===== src/rtl/dru_pkg.sv =====
// Package for the dense rank block: sizes, payload types and the structs
// passed between the sequencer, the compare unit and the value memory.
// No dependencies.
package dru_pkg;

	localparam int MAX_ELEMS  = 64;
	localparam int VALUE_BITS = 32;
	localparam int IDX_W      = $clog2(MAX_ELEMS);
	localparam int CNT_W      = $clog2(MAX_ELEMS + 1);
	localparam int RANK_W     = 6;
	localparam int WORD_W     = VALUE_BITS + 1;
	localparam int IN_DATA_W  = ((VALUE_BITS + 7) / 8) * 8;
	localparam int OUT_DATA_W = ((RANK_W + 7) / 8) * 8;

	typedef logic [VALUE_BITS-1:0] value_t;
	typedef logic [WORD_W-1:0]     word_t;
	typedef logic [IDX_W-1:0]      idx_t;
	typedef logic [CNT_W-1:0]      cnt_t;
	typedef logic [RANK_W-1:0]     rank_t;

	typedef struct packed {
		logic   valid;
		value_t ref_val;
	} cmp_req_t;

	typedef struct packed {
		logic valid;
		logic eq;
		logic lt;
		logic first;
	} cmp_res_t;

	typedef struct packed {
		logic  en;
		idx_t  addr;
		word_t data;
	} mem_wr_t;

endpackage


===== src/rtl/dru_ram.sv =====
// Generic single-write, single-read memory with registered read data.
// No dependencies.
module dru_ram #(
	parameter int WIDTH = 8,
	parameter int DEPTH = 16,
	localparam int AW = $clog2(DEPTH)
) (
	input  logic             clk,
	input  logic             wr_en,
	input  logic [AW-1:0]    wr_addr,
	input  logic [WIDTH-1:0] wr_data,
	input  logic [AW-1:0]    rd_addr,
	output logic [WIDTH-1:0] rd_data
);

	logic [WIDTH-1:0] mem_q [DEPTH];

	always_ff @(posedge clk) begin
		if (wr_en) begin
			mem_q[wr_addr] <= wr_data;
		end
		rd_data <= mem_q[rd_addr];
	end

endmodule


===== src/rtl/dru_cmp.sv =====
// Shared compare unit: equality and less-than of a memory word against the
// held reference value, registered. Depends on dru_pkg.
module dru_cmp import dru_pkg::*; (
	input  logic     clk,
	input  logic     arst_n,
	input  cmp_req_t req,
	input  word_t    word,
	output cmp_res_t res
);

	always_ff @(posedge clk or negedge arst_n) begin
		if (!arst_n) begin
			res.valid <= 1'b0;
			res.eq    <= 1'b0;
			res.lt    <= 1'b0;
			res.first <= 1'b0;
		end else begin
			res.valid <= req.valid;
			res.eq    <= word[VALUE_BITS-1:0] == req.ref_val;
			res.lt    <= word[VALUE_BITS-1:0] <  req.ref_val;
			res.first <= word[VALUE_BITS];
		end
	end

endmodule


===== src/rtl/dru_ctrl.sv =====
// Sequencer of the dense rank block: load, first-occurrence pass, rank pass
// and output register. Drives the value memory and the compare unit.
// Depends on dru_pkg.
module dru_ctrl import dru_pkg::*; (
	input  logic     clk,
	input  logic     arst_n,
	input  logic     s_tvalid,
	output logic     s_tready,
	input  value_t   s_value,
	input  logic     s_last,
	output logic     m_tvalid,
	input  logic     m_tready,
	output rank_t    m_rank,
	output logic     m_last,
	output logic     m_ovf,
	output mem_wr_t  wr,
	output idx_t     rd_addr,
	input  word_t    rd_data,
	output cmp_req_t req,
	input  cmp_res_t res
);

	typedef enum logic [3:0] {
		S_LOAD, S_A_RD, S_A_LATCH, S_A_SWEEP, S_A_WB,
		S_B_RD, S_B_LATCH, S_B_SWEEP, S_EMIT
	} state_t;

	state_t state_q;
	cnt_t   cnt_q, n_q, lim_q, k_q;
	idx_t   o_q;
	value_t x_q;
	logic   first_q, ovf_q;
	rank_t  rank_q;
	logic   issue_s1;
	logic   m_valid_q, m_last_q, m_ovf_q;
	rank_t  m_rank_q;

	logic full, in_beat, sweep_st, issuing, sweep_done, o_last, out_free, emit;

	assign full       = cnt_q == CNT_W'(MAX_ELEMS);
	assign s_tready   = state_q == S_LOAD;
	assign in_beat    = s_tvalid && s_tready;
	assign sweep_st   = (state_q == S_A_SWEEP) || (state_q == S_B_SWEEP);
	assign issuing    = sweep_st && (k_q != lim_q);
	assign sweep_done = (k_q == lim_q) && !issue_s1 && !res.valid;
	assign o_last     = (CNT_W'(o_q) + CNT_W'(1)) == n_q;
	assign out_free   = !m_valid_q || m_tready;
	assign emit       = (state_q == S_EMIT) && out_free;

	assign wr.en   = (in_beat && !full) || (state_q == S_A_WB);
	assign wr.addr = (state_q == S_A_WB) ? o_q : cnt_q[IDX_W-1:0];
	assign wr.data = (state_q == S_A_WB) ? {first_q, x_q} : {1'b0, s_value};

	assign rd_addr = ((state_q == S_A_RD) || (state_q == S_B_RD)) ? o_q : k_q[IDX_W-1:0];

	assign req.valid   = issue_s1;
	assign req.ref_val = x_q;

	assign m_tvalid = m_valid_q;
	assign m_rank   = m_rank_q;
	assign m_last   = m_last_q;
	assign m_ovf    = m_ovf_q;

	always_ff @(posedge clk or negedge arst_n) begin
		if (!arst_n) begin
			state_q   <= S_LOAD;
			cnt_q     <= '0;
			n_q       <= '0;
			lim_q     <= '0;
			k_q       <= '0;
			o_q       <= '0;
			ovf_q     <= 1'b0;
			first_q   <= 1'b0;
			rank_q    <= '0;
			issue_s1  <= 1'b0;
			m_valid_q <= 1'b0;
			m_last_q  <= 1'b0;
			m_ovf_q   <= 1'b0;
			m_rank_q  <= '0;
			x_q       <= '0;
		end else begin
			issue_s1 <= issuing;
			if (issuing) begin
				k_q <= k_q + CNT_W'(1);
			end
			if (m_tready && !emit) begin
				m_valid_q <= 1'b0;
			end
			unique case (state_q)
				S_LOAD: begin
					if (s_tvalid) begin
						if (!full) begin
							cnt_q <= cnt_q + CNT_W'(1);
						end else begin
							ovf_q <= 1'b1;
						end
						if (s_last) begin
							n_q     <= full ? cnt_q : cnt_q + CNT_W'(1);
							o_q     <= '0;
							state_q <= S_A_RD;
						end
					end
				end
				S_A_RD: begin
					state_q <= S_A_LATCH;
				end
				S_A_LATCH: begin
					x_q     <= rd_data[VALUE_BITS-1:0];
					first_q <= 1'b1;
					k_q     <= '0;
					lim_q   <= CNT_W'(o_q);
					state_q <= S_A_SWEEP;
				end
				S_A_SWEEP: begin
					if (res.valid && res.eq) begin
						first_q <= 1'b0;
					end
					if (sweep_done) begin
						state_q <= S_A_WB;
					end
				end
				S_A_WB: begin
					if (o_last) begin
						o_q     <= '0;
						state_q <= S_B_RD;
					end else begin
						o_q     <= o_q + IDX_W'(1);
						state_q <= S_A_RD;
					end
				end
				S_B_RD: begin
					state_q <= S_B_LATCH;
				end
				S_B_LATCH: begin
					x_q     <= rd_data[VALUE_BITS-1:0];
					rank_q  <= '0;
					k_q     <= '0;
					lim_q   <= n_q;
					state_q <= S_B_SWEEP;
				end
				S_B_SWEEP: begin
					if (res.valid && res.first && res.lt) begin
						rank_q <= rank_q + RANK_W'(1);
					end
					if (sweep_done) begin
						state_q <= S_EMIT;
					end
				end
				S_EMIT: begin
					if (out_free) begin
						m_valid_q <= 1'b1;
						m_rank_q  <= rank_q;
						m_last_q  <= o_last;
						m_ovf_q   <= ovf_q;
						if (o_last) begin
							cnt_q   <= '0;
							ovf_q   <= 1'b0;
							state_q <= S_LOAD;
						end else begin
							o_q     <= o_q + IDX_W'(1);
							state_q <= S_B_RD;
						end
					end
				end
				default: begin
					state_q <= S_LOAD;
				end
			endcase
		end
	end

	a_cnt_bound: assert property (@(posedge clk) disable iff (!arst_n)
		cnt_q <= CNT_W'(MAX_ELEMS))
		else $error("element count above capacity");

	a_ovf_full: assert property (@(posedge clk) disable iff (!arst_n)
		ovf_q |-> full)
		else $error("overflow flagged while store not full");

	a_res_in_sweep: assert property (@(posedge clk) disable iff (!arst_n)
		res.valid |-> sweep_st)
		else $error("compare result outside a sweep");

	a_k_bound: assert property (@(posedge clk) disable iff (!arst_n)
		sweep_st |-> (k_q <= lim_q))
		else $error("sweep index past its limit");

	a_end_vector: assert property (@(posedge clk) disable iff (!arst_n)
		(state_q == S_EMIT && out_free && o_last) |=> (state_q == S_LOAD && cnt_q == '0))
		else $error("vector not closed after final rank");

endmodule


===== src/rtl/dense_rank_unique_index.sv =====
// Top level of the dense rank block: value memory, shared compare unit and
// sequencer. Depends on dru_pkg, dru_ram, dru_cmp and dru_ctrl.
//
// Usage:
//   The slave channel loads one unsigned value per beat (s_tdata), s_tlast
//   on the final beat of a vector. Up to MAX_ELEMS values are stored; later
//   beats are dropped and set the overflow flag.
//   After the final beat, s_tready stays low while the block ranks. The
//   master channel then gives one beat per stored element in load order:
//   m_tdata holds the dense rank, m_tlast marks the last element, m_tuser
//   the overflow flag. Loading resumes after the last rank is registered.
// Timing:
//   Loading accepts one beat per cycle. For n stored elements, ranking runs
//   on the single compare unit walking the memory over one read port:
//   a first-occurrence pass (n*(n-1)/2 compares) and a rank pass (n*n
//   compares).
// Reset clears the element count, overflow flag and output valid at once.
// A stalled master holds the registered rank; the rank pass waits for it.
module dense_rank_unique_index import dru_pkg::*; (
	input  logic                  clk,
	input  logic                  arst_n,
	input  logic                  s_tvalid,
	output logic                  s_tready,
	input  logic [IN_DATA_W-1:0]  s_tdata,  // [31:0] value
	input  logic                  s_tlast,
	output logic                  m_tvalid,
	input  logic                  m_tready,
	output logic [OUT_DATA_W-1:0] m_tdata,  // [5:0] rank, [7:6] zero
	output logic                  m_tlast,
	output logic                  m_tuser   // [0] overflow
);

	mem_wr_t  wr;
	idx_t     rd_addr;
	word_t    rd_data;
	cmp_req_t req;
	cmp_res_t res;
	rank_t    m_rank;

	dru_ram #(
		.WIDTH(WORD_W),
		.DEPTH(MAX_ELEMS)
	) u_ram (
		.clk     (clk),
		.wr_en   (wr.en),
		.wr_addr (wr.addr),
		.wr_data (wr.data),
		.rd_addr (rd_addr),
		.rd_data (rd_data)
	);

	dru_cmp u_cmp (
		.clk    (clk),
		.arst_n (arst_n),
		.req    (req),
		.word   (rd_data),
		.res    (res)
	);

	dru_ctrl u_ctrl (
		.clk      (clk),
		.arst_n   (arst_n),
		.s_tvalid (s_tvalid),
		.s_tready (s_tready),
		.s_value  (s_tdata[VALUE_BITS-1:0]),
		.s_last   (s_tlast),
		.m_tvalid (m_tvalid),
		.m_tready (m_tready),
		.m_rank   (m_rank),
		.m_last   (m_tlast),
		.m_ovf    (m_tuser),
		.wr       (wr),
		.rd_addr  (rd_addr),
		.rd_data  (rd_data),
		.req      (req),
		.res      (res)
	);

	assign m_tdata = OUT_DATA_W'(m_rank);

endmodule


===== config.mk =====
export PLATFORM = sky130hd
export DESIGN_NAME = dense_rank_unique_index
export DESIGN_NICKNAME = d
export VERILOG_FILES = /design/src/rtl/dru_pkg.sv /design/src/rtl/dru_ram.sv /design/src/rtl/dru_cmp.sv /design/src/rtl/dru_ctrl.sv /design/src/rtl/dense_rank_unique_index.sv
export SDC_FILE = /design/constraint.sdc
export NUM_CORES = 2
export LEC_CHECK = 0
export BUFFER_PORTS_ARGS = -buffer_cell sky130_fd_sc_hd__buf_4
export CAP_MARGIN = 5
export CELL_PAD_IN_SITES_DETAIL_PLACEMENT = 1
export CELL_PAD_IN_SITES_GLOBAL_PLACEMENT = 1
export CORE_MARGIN = 2
export CORE_UTILIZATION = 63
export CTS_BUF_LIST = sky130_fd_sc_hd__clkbuf_4 sky130_fd_sc_hd__clkbuf_8
export DETAILED_ROUTE_END_ITERATION = 8
export PLACE_DENSITY_LB_ADDON = 0.25
export SKIP_CTS_REPAIR_TIMING = 1
export SLEW_MARGIN = 20
export SYNTH_ARGS = -nofsm -noshare
export SYNTH_HDL_FRONTEND = slang
export SYNTH_HIERARCHICAL = 1
export SYNTH_SLANG_ARGS = --single-unit

===== constraint.sdc =====
create_clock -name clk -period 8.37 [get_ports clk]
set_input_delay 1.674 -clock clk [delete_from_list [all_inputs] [get_ports clk]]
set_output_delay 1.674 -clock clk [all_outputs]
set_load 0.02 [all_outputs]

==> reports/summary.md <==
Via count normalized by instance count: 7.61. The worst setup path is launched from a flop. The number of global-route vias before repair came out at 49100. The worst min-delay path startpoint is u_ctrl/issue_s1.

The count of synthesis-stage warnings from yosys was 6; the number of enable flip-flop cells after synthesis was 2112. The cell area that synthesis handed to floorplanning was 86800 um2. The run gives 4 as the largest buffer count on any clock path. The detail route stage leaves a number of antenna-violating nets equal to 0.

The region available for standard cell placement spans 137000 um2. The floorplan step set the die height to 375 um. Setup repair after global routing left no endpoint under its margin.

The max-capacitance violation count is 0. Average wire length per cell after detail routing: 45.6 um. The largest fanout of any net on the critical path came out at 33.

Detailed-route DRC error count: 0. The tools report the number of pins exceeding their max-slew limit in the final report as 0. The first TritonRoute pass finished after 7 iterations. Count of pins on the block boundary: 49. The path with the worst hold slack has its endpoint at u_cmp/res[3].

Startpoint-to-endpoint class of the critical path: reg -> reg. The power density relative to cell area was 330 nW/um2. Setup violations remaining at the end of the flow were counted as 0. Wire length of the first global-routing pass: 385000 um. The initial utilization of the core area, before any placement, comes to 63.3%. Class of the worst hold path: reg -> reg.

The net count of the finished layout is 4564. Of all flip-flops after synthesis, the portion carrying an async set or reset was 4.11%. The synthesized design contains 2237 register bits. The fraction of the mapped netlist area in adder cells is 0.533%, and the total of buffers placed on input and output ports is 46.

Global routing finished with a remaining overflow of 0. The synthesized area per cell came out at 20.6 um2. The analysis attributes to cell leakage a power of 31.2 nW.

The congestion estimate from routability-driven global placement came to 0.908. The tools report the initial antenna violation count as 31. The flow ran to the end, and the final reports show no timing, DRC or antenna violations. Measured against its own limit, the worst slew margin works out to 10.2%. Worst reg2reg path depth: 7. The tools report the source of the worst register-to-register timing path as u_ctrl/state_q[1].

For the data required time at the worst endpoint, the log shows 9000 ps. The commonest register cell after synthesis is edfxtp_1. For the number of H-tree levels, the log shows 5.

For the peak supply drop, the log shows 0.431 mV. Clock-pin slew was measured on the worst setup and hold paths at 60 ps. The initialized floorplan defines 136 standard-cell rows. The hold violation count in the final report was 0; the global-route met2 utilization was 60.4%. The worst path needs 5470 ps of the cycle, external delays included.

The worst hold path was traced through 0 stages. Final period utilization: 65.4%. CTS saw 2237 sinks. The post-synthesis to final-layout area growth came out at 11.9%. The area of the multi-input gates came out at 19700 um2. In the synthesized netlist, mux cells make up 14.4% of the area.

Worst reg2reg path endpoint: u_ram/mem_q[8][23]. The logs give 6100 ps for the critical path arrival and 183 MHz for the highest clock frequency the design can meet. The maximum number of pins on one net before global-route repair was 127; the sum of negative setup slack was 0 ps. The floorplan step set the die width to 375 um. After synthesis, the largest family of logic cells by area is multiplexers. Cells with a size suffix above 1 make up 28.5% of the layout.

Between clock sinks in the finished design, the worst skew comes to 100 ps. The logs give 4208 for the post-synthesis cell count and 51.9% for the global routing usage on met1. The worst setup path is captured at a flop.

The floorplan step defined a die boundary enclosing 141000 um2. The wire-length estimate of the detail-placed layout is 150000 um. The cell sitting at the root of the clock tree is a clkbuf_8.

The run gives 66400 um2 as the sequential cell area. Of the total synthesized cell area, the portion taken by XOR and XNOR cells is 0.292%. The first routing iteration left 9626 violations.

In the post-route analysis, the smallest setup slack over all paths is 2900 ps. The post-synthesis compound-gate area fraction is 3.16%. The post-synthesis simple-gate area fraction was 3.43%; the distinct cell type count after synthesis was 79. The clock insertion delay at the later pin of the skew report came out at 1090 ps. Setup slack on the worst reg-to-reg path comes out at 2900 ps. The global routing's busiest layer was met2.

The total routing usage reported by global routing is 39.9%, and the wire length after detailed routing is 299000 um. For the met3 demand-to-capacity share in global routing, the log shows 12.1%. The routed layout has 49900 vias. At the placement stage, the worst setup path has a slack of 2960 ps. TritonCTS built the clock tree.

The run gives 10500 as the number of fillers in the final layout. The share of the yosys chip area belonging to registers is 76.4%, and the number of buffers added by the clock tree synthesis step is 359. Slew at the pin closest to its max-slew limit: 1350 ps.
-- layout by cell type (no fill, tap or decap), drive strengths merged, types with 37 or more instances in the layout --
cell type and instances:
o221ai 46, buf 154, ha 37, nor2 104, a21oi 38, mux2 57
mux4 485, nand2 240, nand4 51, o22ai 62, clkbuf 506, dfrtp 92
clkinv 100, inv 41, nand3 107, a22oi 78, edfxtp 2112, mux2i 97
-- where the power goes --
part	switching [W]	total (W)	internal, W
clock network	0.00474	0.00968	0.00494
registers	0.000440	0.0129	0.0125
logic	0.00607	0.00947	0.00340
-- through the flow --
stage	hold slack, ps	util [%]	std cells	area [um2]	total power [W]
global route	394	70.9	6543	97200	0.0325
global placement	360	65.2	5880	89400	0.0215
detailed placement	373	65.4	5894	89700	0.0218
CTS	380	70.4	6511	96500	0.0312
floorplan	316	-	4209	86800	0.0187
finish	381	70.9	6554	97200	0.0321
-- final cells by class --
| cell class | count | area share [%] |
|---|---|---|
| tap | 1794 | 2.31 |
| clock buffer | 506 | 6.35 |
| clock inverter | 111 | 0.674 |
| antenna | 14 | 0.0360 |
| multi-input combinational | 1697 | 20.2 |
| sequential | 2237 | 68.3 |
| inverter | 41 | 0.158 |
| timing repair buffer | 154 | 1.94 |
-- worst max-delay path, cell delays in order (launching register included) --
cell and delay, ps:
dfrtp_1 510, or2_2 460, nor3_1 370, nand2_1 270
o22ai_1 930, nor2b_1 480, nand2_1 830, nor2_4 1220
-- Yosys cell counts (21+ instances only) --
cell	number	area, um2
a211oi_1	21	158
a21oi_1	37	185
a22oi_1	78	586
and3_1	23	144
buf_2	64	320
buf_6	29	327
clkbuf_1	100	375
dfrtp_1	92	2300
dfxtp_1	33	661
edfxtp_1	2112	63400
ha_1	37	463
inv_1	39	146
mux2_2	57	642
mux2i_1	97	971
mux4_2	485	10900
nand2_1	239	897
nand3_1	106	531
nand4_1	51	319
nor2_1	104	390
nor2b_1	28	175
o21ai_0	23	115
o221ai_1	46	403
o22ai_1	62	388
-- flip-flops by register name, indices dropped and copies added (netlist names), 4 cells and up --
signal	cells
u_ctrl/o_q	6
u_ctrl/cnt_q	7
u_ctrl/k_q	7
u_ctrl/n_q	7
u_ctrl/rank_q	6
u_ctrl/x_q	32
u_ctrl/state_q	4
u_ram/rd_data	33
u_cmp/res	4
u_ctrl/lim_q	7
u_ctrl/m_rank	6
u_ram/mem_q	2112
-- worst max-delay path by stage --
| stage | from | to | slack [ps] | depth (start not counted) |
|---|---|---|---|---|
| floorplan | s_tvalid | u_ram/mem_q[49][0] | 3130 | 5 |
| global placement | s_tvalid | u_ram/mem_q[0][29] | 3040 | 6 |
| detailed placement | s_tvalid | u_ram/mem_q[16][27] | 2960 | 6 |
| CTS | u_ctrl/state_q[1] | u_ram/mem_q[56][31] | 3220 | 7 |
| global route | u_ctrl/state_q[1] | u_ram/mem_q[8][23] | 2930 | 7 |
| finish | u_ctrl/state_q[1] | u_ram/mem_q[8][23] | 2900 | 7 |
-- kinds of logic after synthesis --
kind of cell,Yosys count
DFF,2237
muxes,639
and+or+nand+nor,624
AOI/OAI and AO/OA,366
buffers and inverters,275
adders and majority gates,37
xor gates and xnor gates,29
other,1
-- per-layer routing --
| metal | wire (um) | vias to the layer above |
|---|---|---|
| met4 | 22000 | 30 |
| met5 | 195 | - |
| li1 | - | 18100 |
| met1 | 95400 | 25700 |
| met3 | 42000 | 1102 |
| met2 | 139000 | 4998 |
Power figures use the tool's default switching activity.
